==> config.mk <==
export PLATFORM = sky130hd
export DESIGN_NAME = ranging_line_parser
export DESIGN_NICKNAME = d
export VERILOG_FILES = /design/src/design/rlp_pkg.sv /design/src/design/rlp_ram.sv /design/src/design/rlp_ack.sv /design/src/design/rlp_scan.sv /design/src/design/ranging_line_parser.sv
export SDC_FILE = /design/constraint.sdc
export NUM_CORES = 1
export LEC_CHECK = 0
export BUFFER_PORTS_ARGS = -buffer_cell sky130_fd_sc_hd__buf_2
export CAP_MARGIN = 10
export CORE_MARGIN = 2
export CORE_UTILIZATION = 25
export DETAILED_ROUTE_END_ITERATION = 10
export GPL_TIMING_DRIVEN = 1
export PLACE_DENSITY_LB_ADDON = 0.12
export SYNTH_ARGS = -nofsm -noshare
export SYNTH_HDL_FRONTEND = slang
export SYNTH_SLANG_ARGS = --single-unit
==> constraint.sdc <==
create_clock -name clk -period 4.9 [get_ports clk]
set_input_delay 0 -clock clk [delete_from_list [all_inputs] [get_ports clk]]
set_output_delay 0 -clock clk [all_outputs]
set_load 0.005 [all_outputs]
==> src/design/rlp_pkg.sv <==
// shared constants, types and character helpers for the ranging line parser
// no dependencies
package rlp_pkg;

  localparam int RLP_LINE_BYTES = 64;
  localparam int ACK_LEN        = 9;
  localparam int ACK_IDX_W      = 4;
  localparam int RANGE_DIGITS   = 6;
  localparam int TAG_DIGITS     = 4;
  localparam int RANGE_W        = 24;
  localparam int TAG_W          = 16;
  localparam int CNT_W          = 3;
  localparam int MIN_LINE       = 3;

  localparam logic KIND_BYTE     = 1'b0;
  localparam logic KIND_ACK_READ = 1'b1;

  localparam logic [7:0] CH_NUL   = 8'h00;
  localparam logic [7:0] CH_TAB   = 8'h09;
  localparam logic [7:0] CH_LF    = 8'h0A;
  localparam logic [7:0] CH_CR    = 8'h0D;
  localparam logic [7:0] CH_SP    = 8'h20;
  localparam logic [7:0] CH_PLUS  = 8'h2B;
  localparam logic [7:0] CH_0     = 8'h30;
  localparam logic [7:0] CH_1     = 8'h31;
  localparam logic [7:0] CH_9     = 8'h39;
  localparam logic [7:0] CH_COLON = 8'h3A;
  localparam logic [7:0] CH_EQ    = 8'h3D;
  localparam logic [7:0] CH_A_UP  = 8'h41;
  localparam logic [7:0] CH_F_UP  = 8'h46;
  localparam logic [7:0] CH_K     = 8'h4B;
  localparam logic [7:0] CH_L     = 8'h4C;
  localparam logic [7:0] CH_O     = 8'h4F;
  localparam logic [7:0] CH_T     = 8'h54;
  localparam logic [7:0] CH_W     = 8'h57;
  localparam logic [7:0] CH_A_LO  = 8'h61;
  localparam logic [7:0] CH_C     = 8'h63;
  localparam logic [7:0] CH_F_LO  = 8'h66;
  localparam logic [7:0] CH_M     = 8'h6D;

  localparam logic [3:0] HEX_ALPHA_OFS = 4'd9;

  // acknowledgement text OK+TWLT=1
  localparam logic [7:0] ACK_TEXT [ACK_LEN] = '{
    CH_O, CH_K, CH_PLUS, CH_T, CH_W, CH_L, CH_T, CH_EQ, CH_1
  };

  typedef struct packed {
    logic start;
    logic char_vld;
    logic at_end;
  } scan_ctrl_t;

  typedef struct packed {
    logic done;
    logic hit;
  } scan_stat_t;

  function automatic logic is_sep(input logic [7:0] c);
    return (c == CH_SP) || (c == CH_TAB);
  endfunction

  // {digit ok, value}
  function automatic logic [4:0] hex_dec(input logic [7:0] c);
    logic [4:0] r;
    r = '0;
    if (c >= CH_0 && c <= CH_9) begin
      r = {1'b1, c[3:0]};
    end else if ((c >= CH_A_UP && c <= CH_F_UP) || (c >= CH_A_LO && c <= CH_F_LO)) begin
      r = {1'b1, c[3:0] + HEX_ALPHA_OFS};
    end
    return r;
  endfunction

endpackage

==> src/design/rlp_ram.sv <==
// generic single write port, single read port ram with registered read
// no dependencies
module rlp_ram #(
  parameter int WIDTH = 8,
  parameter int DEPTH = 64
) (
  input  logic                     clk,
  input  logic                     we,
  input  logic [$clog2(DEPTH)-1:0] waddr,
  input  logic [WIDTH-1:0]         wdata,
  input  logic [$clog2(DEPTH)-1:0] raddr,
  output logic [WIDTH-1:0]         rdata
);

  logic [WIDTH-1:0] mem [DEPTH];

  always_ff @(posedge clk) begin
    if (we) begin
      mem[waddr] <= wdata;
    end
    rdata <= mem[raddr];
  end

endmodule

==> src/design/rlp_ack.sv <==
// matcher for the bind acknowledgement text, with its latch
// depends on rlp_pkg
module rlp_ack (
  input  logic       clk,
  input  logic       rst,
  input  logic       feed,
  input  logic       clear,
  input  logic [7:0] data,
  output logic       latched
);
  import rlp_pkg::*;

  logic [ACK_IDX_W-1:0] idx;
  logic [ACK_IDX_W-1:0] idx_next;
  logic                 hit_all;

  always_comb begin
    hit_all  = 1'b0;
    idx_next = idx;
    if (data == ACK_TEXT[idx]) begin
      if (idx == ACK_IDX_W'(ACK_LEN - 1)) begin
        idx_next = '0;
        hit_all  = 1'b1;
      end else begin
        idx_next = idx + 1'b1;
      end
    end else begin
      // an 'O' may open a fresh match
      idx_next = (data == CH_O) ? ACK_IDX_W'(1) : '0;
    end
  end

  always_ff @(posedge clk) begin
    if (rst) begin
      idx     <= '0;
      latched <= 1'b0;
    end else if (feed) begin
      idx <= idx_next;
      if (hit_all) begin
        latched <= 1'b1;
      end
    end else if (clear) begin
      latched <= 1'b0;
    end
  end

endmodule

==> src/design/rlp_scan.sv <==
// character scanner: steps the line grammar one stored byte per cycle
// depends on rlp_pkg
module rlp_scan (
  input  logic                       clk,
  input  logic                       rst,
  input  rlp_pkg::scan_ctrl_t        ctrl,
  input  logic [7:0]                 ch,
  output rlp_pkg::scan_stat_t        stat,
  output logic [rlp_pkg::TAG_W-1:0]  tag,
  output logic [rlp_pkg::RANGE_W-1:0] range_val
);
  import rlp_pkg::*;

  localparam logic [3:0] P_SEP1  = 4'd0;
  localparam logic [3:0] P_MASK  = 4'd1;
  localparam logic [3:0] P_SEP2  = 4'd2;
  localparam logic [3:0] P_RANGE = 4'd3;
  localparam logic [3:0] P_RGEND = 4'd4;
  localparam logic [3:0] P_TSEP  = 4'd5;
  localparam logic [3:0] P_TOK   = 4'd6;
  localparam logic [3:0] P_HIT   = 4'd7;
  localparam logic [3:0] P_FAIL  = 4'd8;

  logic [3:0]         phase;
  logic [3:0]         phase_next;
  logic [CNT_W-1:0]   cnt;
  logic [CNT_W-1:0]   cnt_next;
  logic [RANGE_W-1:0] range_acc;
  logic [RANGE_W-1:0] range_next;
  logic [TAG_W-1:0]   tag_acc;
  logic [TAG_W-1:0]   tag_next;
  logic               tok_ok;
  logic               tok_ok_next;
  logic [4:0]         hd;
  logic               sep;
  logic               done;

  assign done      = (phase == P_HIT) || (phase == P_FAIL);
  assign stat.done = done;
  assign stat.hit  = (phase == P_HIT);
  assign tag       = tag_acc;
  assign range_val = range_acc;

  always_comb begin
    hd          = hex_dec(ch);
    sep         = is_sep(ch);
    phase_next  = phase;
    cnt_next    = cnt;
    range_next  = range_acc;
    tag_next    = tag_acc;
    tok_ok_next = tok_ok;
    if (ctrl.start) begin
      phase_next  = P_SEP1;
      cnt_next    = '0;
      tok_ok_next = 1'b0;
    end else if (!done) begin
      if (ctrl.at_end) begin
        phase_next = P_FAIL;
      end else if (ctrl.char_vld) begin
        unique case (phase)
          P_SEP1: begin
            if (!sep) phase_next = P_MASK;
          end
          P_MASK: begin
            if (sep) phase_next = P_SEP2;
          end
          P_SEP2: begin
            if (!sep) begin
              if (hd[4]) begin
                range_next = RANGE_W'(hd[3:0]);
                cnt_next   = CNT_W'(1);
                phase_next = P_RANGE;
              end else begin
                phase_next = P_FAIL;
              end
            end
          end
          P_RANGE: begin
            if (!hd[4]) begin
              phase_next = P_FAIL;
            end else begin
              range_next = {range_acc[RANGE_W-5:0], hd[3:0]};
              if (cnt == CNT_W'(RANGE_DIGITS - 1)) begin
                phase_next = (range_next == '0) ? P_FAIL : P_RGEND;
              end else begin
                cnt_next = cnt + 1'b1;
              end
            end
          end
          P_RGEND: begin
            phase_next = sep ? P_TSEP : P_FAIL;
          end
          P_TSEP: begin
            if (!sep) begin
              tok_ok_next = (ch == CH_A_UP) || (ch == CH_A_LO);
              tag_next    = '0;
              cnt_next    = CNT_W'(1);
              phase_next  = P_TOK;
            end
          end
          P_TOK: begin
            if (sep) begin
              phase_next = P_TSEP;
            end else if (cnt == CNT_W'(TAG_DIGITS + 1)) begin
              // colon place of the token; a failed token runs on to its separator
              if (tok_ok && ch == CH_COLON) begin
                phase_next = P_HIT;
              end else begin
                tok_ok_next = 1'b0;
              end
            end else begin
              tok_ok_next = tok_ok & hd[4];
              tag_next    = {tag_acc[TAG_W-5:0], hd[3:0]};
              cnt_next    = cnt + 1'b1;
            end
          end
          default: begin
            phase_next = P_FAIL;
          end
        endcase
      end
    end
  end

  always_ff @(posedge clk) begin
    if (rst) begin
      phase  <= P_FAIL;
      cnt    <= '0;
      tok_ok <= 1'b0;
    end else begin
      phase  <= phase_next;
      cnt    <= cnt_next;
      tok_ok <= tok_ok_next;
    end
  end

  always_ff @(posedge clk) begin
    range_acc <= range_next;
    tag_acc   <= tag_next;
  end

endmodule

==> src/design/ranging_line_parser.sv <==
// ranging line parser top level: byte intake, line buffer, scan sequencer
// depends on rlp_pkg, rlp_ram, rlp_ack, rlp_scan
//
//  channel | handshake            | fields
//  --------+----------------------+--------------------------------------------
//  in      | in_valid / in_stall  | kind, rx_byte
//  out     | out_valid / out_stall| measurement_valid, tag_id, range_mm, ack_flag
//
// an ordinary byte or an acknowledgement read is accepted and its result
// registered at the same edge. a CR or LF ending a line of n >= 3 bytes starts
// a scan of the stored bytes, one per cycle through the line ram read port,
// ending early when the tag is found or the grammar fails. in_stall is high
// while scanning and while a result waits under out_stall. rst clears the
// line length, matcher and latch; the line ram needs no clearing.
module ranging_line_parser #(
  parameter int LINE_BYTES = rlp_pkg::RLP_LINE_BYTES
) (
  input  logic                         clk,
  input  logic                         rst,
  input  logic                         in_valid,
  output logic                         in_stall,
  input  logic                         kind,
  input  logic [7:0]                   rx_byte,
  output logic                         out_valid,
  input  logic                         out_stall,
  output logic                         measurement_valid,
  output logic [rlp_pkg::TAG_W-1:0]    tag_id,
  output logic [rlp_pkg::RANGE_W-1:0]  range_mm,
  output logic                         ack_flag
);
  import rlp_pkg::*;

  localparam int LEN_W = $clog2(LINE_BYTES);

  localparam logic S_IDLE = 1'b0;
  localparam logic S_SCAN = 1'b1;

  logic               state;
  logic [LEN_W-1:0]   len;
  logic [LEN_W-1:0]   len_next;
  logic [LEN_W-1:0]   scan_end;
  logic [LEN_W-1:0]   rd_pos;
  logic               pend;
  logic               accept;
  logic               out_free;
  logic               is_eol;
  logic               restart;
  logic               keep;
  logic               we;
  logic [LEN_W-1:0]   waddr;
  logic [7:0]         rdata;
  logic               issue;
  logic               ack_latched;
  scan_ctrl_t         sctrl;
  scan_stat_t         sstat;
  logic [TAG_W-1:0]   scan_tag;
  logic [RANGE_W-1:0] scan_range;
  logic               out_load;
  logic               load_meas;
  logic [TAG_W-1:0]   load_tag;
  logic [RANGE_W-1:0] load_range;
  logic               load_ack;

  assign out_free = !out_valid || !out_stall;
  assign in_stall = (state != S_IDLE) || !out_free;
  assign accept   = in_valid && !in_stall;
  assign is_eol   = (rx_byte == CH_CR) || (rx_byte == CH_LF);

  // line buffer update for an ordinary byte
  always_comb begin
    restart = (len == '0) ||
              (len == LEN_W'(1) && rx_byte != CH_C) ||
              (len == LEN_W'(2) && !is_sep(rx_byte)) ||
              (len >= LEN_W'(LINE_BYTES - 1));
    keep    = (rx_byte == CH_M);
    if (restart) begin
      waddr    = '0;
      len_next = keep ? LEN_W'(1) : '0;
      we       = keep;
    end else begin
      waddr    = len;
      len_next = len + 1'b1;
      we       = 1'b1;
    end
    if (rx_byte == CH_NUL) begin
      len_next = '0;
      we       = 1'b0;
    end
  end

  assign issue          = (state == S_SCAN) && !sstat.done && (rd_pos != scan_end);
  assign sctrl.start    = accept && (kind == KIND_BYTE) && is_eol &&
                          (len >= LEN_W'(MIN_LINE));
  assign sctrl.char_vld = (state == S_SCAN) && pend;
  assign sctrl.at_end   = (state == S_SCAN) && !pend && (rd_pos == scan_end);

  rlp_ram #(
    .WIDTH (8),
    .DEPTH (LINE_BYTES)
  ) u_line_ram (
    .clk   (clk),
    .we    (accept && (kind == KIND_BYTE) && !is_eol && we),
    .waddr (waddr),
    .wdata (rx_byte),
    .raddr (rd_pos),
    .rdata (rdata)
  );

  rlp_ack u_ack (
    .clk     (clk),
    .rst     (rst),
    .feed    (accept && (kind == KIND_BYTE)),
    .clear   (accept && (kind == KIND_ACK_READ)),
    .data    (rx_byte),
    .latched (ack_latched)
  );

  rlp_scan u_scan (
    .clk       (clk),
    .rst       (rst),
    .ctrl      (sctrl),
    .ch        (rdata),
    .stat      (sstat),
    .tag       (scan_tag),
    .range_val (scan_range)
  );

  // result selection
  always_comb begin
    out_load   = 1'b0;
    load_meas  = 1'b0;
    load_tag   = '0;
    load_range = '0;
    load_ack   = 1'b0;
    if (accept) begin
      if (kind == KIND_ACK_READ) begin
        out_load = 1'b1;
        load_ack = ack_latched;
      end else if (!sctrl.start) begin
        out_load = 1'b1;
      end
    end else if (state == S_SCAN && sstat.done && out_free) begin
      out_load = 1'b1;
      if (sstat.hit) begin
        load_meas  = 1'b1;
        load_tag   = scan_tag;
        load_range = scan_range;
      end
    end
  end

  always_ff @(posedge clk) begin
    if (rst) begin
      state     <= S_IDLE;
      len       <= '0;
      rd_pos    <= '0;
      pend      <= 1'b0;
      out_valid <= 1'b0;
    end else begin
      if (accept && (kind == KIND_BYTE)) begin
        len <= is_eol ? '0 : len_next;
      end
      if (sctrl.start) begin
        state  <= S_SCAN;
        rd_pos <= LEN_W'(2);
        pend   <= 1'b0;
      end else if (state == S_SCAN) begin
        pend <= issue;
        if (issue) begin
          rd_pos <= rd_pos + 1'b1;
        end
        if (sstat.done && out_free) begin
          state <= S_IDLE;
        end
      end
      if (out_load) begin
        out_valid <= 1'b1;
      end else if (!out_stall) begin
        out_valid <= 1'b0;
      end
    end
  end

  always_ff @(posedge clk) begin
    if (sctrl.start) begin
      scan_end <= len;
    end
    if (out_load) begin
      measurement_valid <= load_meas;
      tag_id            <= load_tag;
      range_mm          <= load_range;
      ack_flag          <= load_ack;
    end
  end

endmodule

==> metrics.cfg, run 1 <==
[floorplanning]
die_area_um2 = 104800
die_x_um = 323.7
io-pin-count = 57
initial_core_util_pct = 25.16
row_count = 117
die_h_um = 323.7
core-area_um2 = 101600

[timing]
clock_skew_ns = 0.02199
hold-worst-slack_ns = 0.08102
clock.fmax_mhz = 247.9
slew_headroom_pct = 32.48
finalCriticalPeriod_ns = 4.033
finalHoldViolCount = 0
fin_setup_tns_ns = 0
setup_viol = 0
drv_slew = 0
worst_slew_pin_slew_ns = 1.011
final.period_utilization_pct = 82.31
rsz0062_at_grt = no

[pwr]
seq_power_share_pct = 51.3
intPower_mw = 9.201
pwr-share-comb_pct = 1.5
switching_share_pct = 20.77
power.leakage_nw = 9.237
power.switching_mw = 2.411
pwr-share-clk_pct = 47.2
irDropWorstVdd_mv = 0.2216
p_per_area_nw_per_um2 = 383.5

[cts]
cts_resized = 0
clkTransAtPathRegs_ns = 0.06
cts_root_buf = clkbuf_16
clk_path_buf_depth = 3
cts_made_buffers = 75
cts_setup_buffers = 0
cts_sinks = 636
cts_tree = built
cts_hold_buf = 12
clk_latency_ns = 0.63
cts_max_level = 3

[setup_path]
crit_path_end_kind = register
required_ns = 5.15
r2r_end = u_line_ram.mem[2][5]$_DFFE_PP_
rr_startpoint = state$_SDFF_PP0_
critPathLaunchType = register
path_class = reg2reg
endpoint = u_line_ram.mem[2][5]$_DFFE_PP_
rrSetupSlack_ns = 0.87
worstPathMaxFanout = 12
arrival_ns = 4.28
worstSetupStartpoint = state$_SDFF_PP0_
reg2reg_depth = 7

[global_route]
grt_first_pass_wirelength_um = 100500
track_usage_pct = 13.43
grt-ovfl-total = 0
antenna_found_initial = 6
grt_max_degree = 67
grt_pass1_vias = 13320

[routing]
vias = 12870
via_per_inst = 4.477
firstDrtPassIters = 5
wl_per_cell_um = 24.25
ant_nets = 0
drt_drc_violations_left = 0
first_iter_violations = 1104
wl_um = 69720

[synthesis]
synth_cells = 1321
ys.flop_type = edfxtp_1
synth_area_um2 = 25560
syn_avg_cell_area_um2 = 19.35
ys_seq_area_share_pct = 73.32
ys_async_sr_fraction_pct = 0
ys_ff_latch = 636
synth_cell_types = 73
synth_fp_nets = 1348
synth_edf_count = 600
yosys_warnings = 0

[placement]
place_congestion = 0.7850
portBuffers = 56
hpwl_um = 44420

[finish]
nets = 1472
n_fill_cell = 10030
mostFrequentLayoutCell = edfxtp_1
drive_gt1_share_pct = 28.37
ff_latch_area_um2 = 18750
syn2layout_area_growth_pct = 18.47
multi_input_area_um2 = 6499
final_cell_mix = edfxtp_1 (600), mux4_2 (168), nor2_1 (85)

[status]
status = finished clean

[flow_run]
maxCapViolCount = 0

[hold_path]
min_path_type = in2reg

cells by family after synthesis:
group	after synthesis	synth area share, %
fa+ha+maj	14	0.6854
compound gates	78	2.159
buf+inv	91	1.498
mux	172	14.96
simple gates	314	6.830
xor+xnor	16	0.5483
flops	636	73.32
power groups by stage:
stage | Sequential [mW] | Combinational (mW) | Clock [mW]
finish | 5.96 | 0.174 | 5.48
global route | 5.96 | 0.194 | 5.84
CTS | 5.96 | 0.184 | 5.66
detailed placement | 6.07 | 0.176 | 0
global placement | 6.07 | 0.176 | 0
floorplan | 6.08 | 0.0270 | 0
metal layers:
| metal | vias to the layer above | GRT usage, % | part of all wire, % |
|---|---|---|---|
| met5 | - | 0 | 0.039 |
| met4 | 4 | 3.539 | 2.3 |
| met3 | 105 | 2.966 | 4.6 |
| met2 | 283 | 21.56 | 48 |
| met1 | 6842 | 18.36 | 46 |
| li1 | 5637 | - | - |
state kept, by name, indices dropped and copies added (netlist names):
signal	cells
tag_id	16
u_line_ram.mem	512
len	6
u_scan.phase	4
u_ack.latched	1
u_scan.cnt	3
u_scan.range_val	24
range_mm	24
measurement_valid	1
rd_pos	6
u_scan.tok_ok	1
ack_flag	1
u_line_ram.rdata	8
u_scan.tag	16
state	1
out_valid	1
u_ack.idx	4
scan_end	6
pend	1
worst max-delay path, cell delays in order, from the launching register on:
cell and delay (ns):
dfxtp_1 0.36, a21oi_2 0.25, nand2_1 0.09, nor2_1 0.50, nand3_1 0.46, or2_4 0.45, or4_1 0.81, nor2_1 0.74
metrics by stage:
stage | instances | util [%] | power, mW | instance area (um2) | worst slack (ns)
global placement | 2724 | 27.31 | 6.249 | 27740 | 0.9639
global route | 2875 | 29.80 | 12.00 | 30280 | 0.6648
CTS | 2873 | 29.80 | 11.80 | 30270 | 0.8469
finish | 2875 | 29.80 | 11.61 | 30280 | 0.8667
detailed placement | 2724 | 27.31 | 6.249 | 27740 | 0.8791
floorplan | 1321 | - | 6.104 | 25560 | 0.5515
worst min path at each step:
stage | from | endpoint | slack [ns] | cells after the start
after floorplan | rx_byte[0] | u_line_ram.mem[0][0]$_DFFE_PP_ | 0.1 | 0
after global placement | kind | u_ack.latched$_SDFFE_PP0P_ | 0.25 | 2
after detailed placement | kind | u_ack.latched$_SDFFE_PP0P_ | 0.26 | 2
after CTS | rx_byte[5] | u_ack.idx[0]$_SDFFE_PP0P_ | 0.05 | 5
after global routing | rx_byte[5] | u_ack.idx[0]$_SDFFE_PP0P_ | 0.13 | 5
final | rx_byte[5] | u_ack.idx[0]$_SDFFE_PP0P_ | 0.08 | 5
Yosys cell counts, types with 9 or more instances:
library cell | number | area [um2]
dfxtp_1 | 36 | 720.7
nand4_1 | 9 | 56.30
edfxtp_1 | 600 | 18020
o21ai_0 | 10 | 50.05
nor3_1 | 21 | 105.1
buf_2 | 12 | 60.06
clkbuf_1 | 44 | 165.2
a21oi_1 | 20 | 100.1
and2_1 | 64 | 400.4
nor4_1 | 18 | 112.6
and3_1 | 14 | 87.58
ha_1 | 14 | 175.2
buf_1 | 15 | 56.30
inv_1 | 16 | 60.06
mux4_2 | 168 | 3784
nor2_1 | 85 | 319.1
xor2_1 | 13 | 113.9
nor2b_1 | 10 | 62.56
nand2_1 | 26 | 97.59
nand3_1 | 15 | 75.07
cell type report:
cell class	instances	share of cell area (%)
inverters	16	0.1984
well taps	1368	5.653
repair buffers	122	2.785
clock buffers	92	6.546
flip-flops and latches	636	61.92
multi-input cells	594	21.46
diodes	2	0.01653
clock inverters	45	1.417
No activity file was read; power rests on OpenSTA's default activity.
==> run 2, diff against run 1 <==
--- a/config.mk
+++ b/config.mk
@@ -5,6 +5,7 @@
 export SDC_FILE = /design/constraint.sdc
 export NUM_CORES = 1
 export LEC_CHECK = 0
+export ABC_AREA = 1
 export BUFFER_PORTS_ARGS = -buffer_cell sky130_fd_sc_hd__buf_2
 export CAP_MARGIN = 10
 export CORE_MARGIN = 2
==> constraint.sdc (replaced) <==
create_clock -name clk -period 3.6 [get_ports clk]
set_input_delay 0 -clock clk [delete_from_list [all_inputs] [get_ports clk]]
set_output_delay 0 -clock clk [all_outputs]
set_load 0.005 [all_outputs]
==> metrics.cfg, run 2 <==
[floorplanning]
io-pin-count = 57
core-area_um2 = 103100
die_area_um2 = 106100
initial_core_util_pct = 25.12
die_x_um = 325.8
die_h_um = 325.8
row_count = 118

[finish]
max_flop_register = u_line_ram.mem
nets = 2335
syn2layout_area_growth_pct = 19.61
largest_reg_flops = 512
final_cell_mix = edfxtp_1 (600), nor2_1 (450), o21ai_0 (275)
mostFrequentLayoutCell = edfxtp_1
drive_gt1_share_pct = 12.94
fin_area_um2 = 30960

[routing]
via_per_inst = 4.681
vias = 17540
drt_drc_violations_left = 0
first_iter_violations = 1566
wl_per_cell_um = 21.94
ant_nets = 0
wl_um = 82200
firstDrtPassIters = 5

[placement]
placed_cell_area_um2 = 28470
place_congestion = 0.8101
portBuffers = 56
hpwl_um = 52210

[global_route]
grt_first_pass_wirelength_um = 120500
grt_max_degree = 146
track_usage_pct = 15.31
antenna_found_initial = 0
grt_pass1_vias = 17840
grt-ovfl-total = 0

[setup_path]
required_ns = 3.84
worstSetupStartpoint = len[0]$_SDFFE_PP0P_
r2r_end = u_line_ram.mem[33][6]$_DFFE_PP_
reg2reg_depth = 12
rr_startpoint = len[0]$_SDFFE_PP0P_
rrSetupSlack_ns = 0.31
endpoint = u_line_ram.mem[33][6]$_DFFE_PP_
path_class = reg2reg
worstPathMaxFanout = 9
critPathLaunchType = register
crit_path_end_kind = register
arrival_ns = 3.53

[timing]
fin_setup_tns_ns = 0
finalCriticalPeriod_ns = 3.288
finalHoldViolCount = 0
final.period_utilization_pct = 91.32
hold-worst-slack_ns = 0.07862
worst_slew_pin_slew_ns = 0.9923
clock.fmax_mhz = 304.2
setup_viol = 0
drv_slew = 0
clock_skew_ns = 0.03109
rsz0062_at_grt = no
slew_headroom_pct = 33.60

[synthesis]
ys_top_cells_by_area = edfxtp_1 (70%), nor2_1 (6.5%), o21ai_0 (5.3%)
synth_cell_types = 39
synth_cells = 2157
synth_fp_nets = 2184
synth.top_cell.area_share_pct = 69.60
yosysMostFrequentCell = edfxtp_1
ys_async_sr_fraction_pct = 0
yosysTopAreaCell = edfxtp_1
ys.flop_type = edfxtp_1
synth_common_cells = edfxtp_1 (600), nor2_1 (451), o21ai_0 (275), nand2_1 (183)
synth_edf_count = 600
ys_seq_area_share_pct = 72.39
syn_avg_cell_area_um2 = 12.00
synth_area_um2 = 25890
yosys_warnings = 0
ys_ff_latch = 636

[cts]
clk_latency_ns = 0.63
cts_made_buffers = 75
cts_resized = 0
cts_tree = built
clkTransAtPathRegs_ns = 0.06
cts_sinks = 636
clk_path_buf_depth = 3
cts_max_level = 3
cts_root_buf = clkbuf_16

[status]
status = finished clean

[pwr]
power.leakage_nw = 10.82
irDropWorstVdd_mv = 0.2814
p_per_area_nw_per_um2 = 509.3

[flow_run]
maxCapViolCount = 0

[hold_path]
min_path_type = in2reg

run 2: how the worst min path moves through the flow:
| stage | end | slack (ns) | cells past startpoint | from |
|---|---|---|---|---|
| final | u_ack.idx[2]$_SDFFE_PP0P_ | 0.08 | 5 | in_valid |
| after global routing | u_ack.idx[2]$_SDFFE_PP0P_ | 0.08 | 5 | in_valid |
| after global placement | state$_SDFF_PP0_ | 0.38 | 2 | rst |
| after detailed placement | u_ack.latched$_SDFFE_PP0P_ | 0.38 | 2 | rst |
| after floorplan | u_line_ram.mem[0][0]$_DFFE_PP_ | 0.1 | 0 | rx_byte[0] |
| after CTS | u_ack.idx[2]$_SDFFE_PP0P_ | 0.04 | 5 | in_valid |
run 2: critical path: stages, from the launching register on:
cell and delay [ns]:
dfxtp_1 0.54, inv_1 0.22, ha_1 0.24, nand2_1 0.08, nor2_1 0.05, nand3_1 0.08, nand2_1 0.10, inv_2 0.10
nand2_2 0.11, a21oi_4 0.31, nand4_2 0.14, buf_4 0.19, nor2_1 0.75
run 2: through the flow:
stage | instances | setup slack, ns | util (%) | total power, mW
global placement | 3600 | 0.3130 | 27.63 | 8.528
finish | 3746 | 0.3124 | 30.04 | 15.77
floorplan | 2157 | 0.3867 | - | 8.305
global route | 3745 | 0.1079 | 30.04 | 16.28
detailed placement | 3600 | 0.3092 | 27.63 | 8.524
CTS | 3745 | 0.3135 | 30.04 | 16.00
run 2: kinds of logic (layout without fill, tap and decap cells):
logic type	Yosys count	after routing	synth area share, %
and+or+nand+nor	797	797	12.76
DFF	636	636	72.39
AOI/OAI and AO/OA	466	466	10.41
buffers and inverters	233	441	3.398
adders and majority gates	14	14	0.6767
xor gates and xnor gates	11	11	0.3722
other	0	1	0
run 2: where the power goes:
group / internal (mW) / total (mW) / switching (mW)
Combinational: 0.0523 / 0.272 / 0.220
Sequential: 8.09 / 8.10 / 0.00683
Clock: 4.33 / 7.40 / 3.07
Total: 12.5 / 15.8 / 3.30
run 2: area by class of cell:
cell class | count | area (um2)
antenna | 1 | 2.502
timing repair buffer | 191 | 1371
clock inverter | 40 | 366.6
sequential | 636 | 18750
fill | 10630 | 72090
tap | 1380 | 1727
multi-input combinational | 1288 | 6295
inverter | 116 | 441.7
clock buffer | 94 | 2012
run 2: per-layer routing:
| layer | GRT usage [%] | vias up | routed length [um] |
|---|---|---|---|
| met3 | 2.539 | 148 | 3523 |
| li1 | - | 8132 | - |
| met4 | 5.219 | 0 | 2709 |
| met2 | 24.54 | 463 | 38100 |
| met1 | 21.00 | 8793 | 37870 |
| met5 | 0 | - | 0 |
run 2: repair_timing:
action                    4_1_cts  5_1_grt
hold buffers                   11        0
hold endpoints to repair      114        0
buffers inserted                0        0
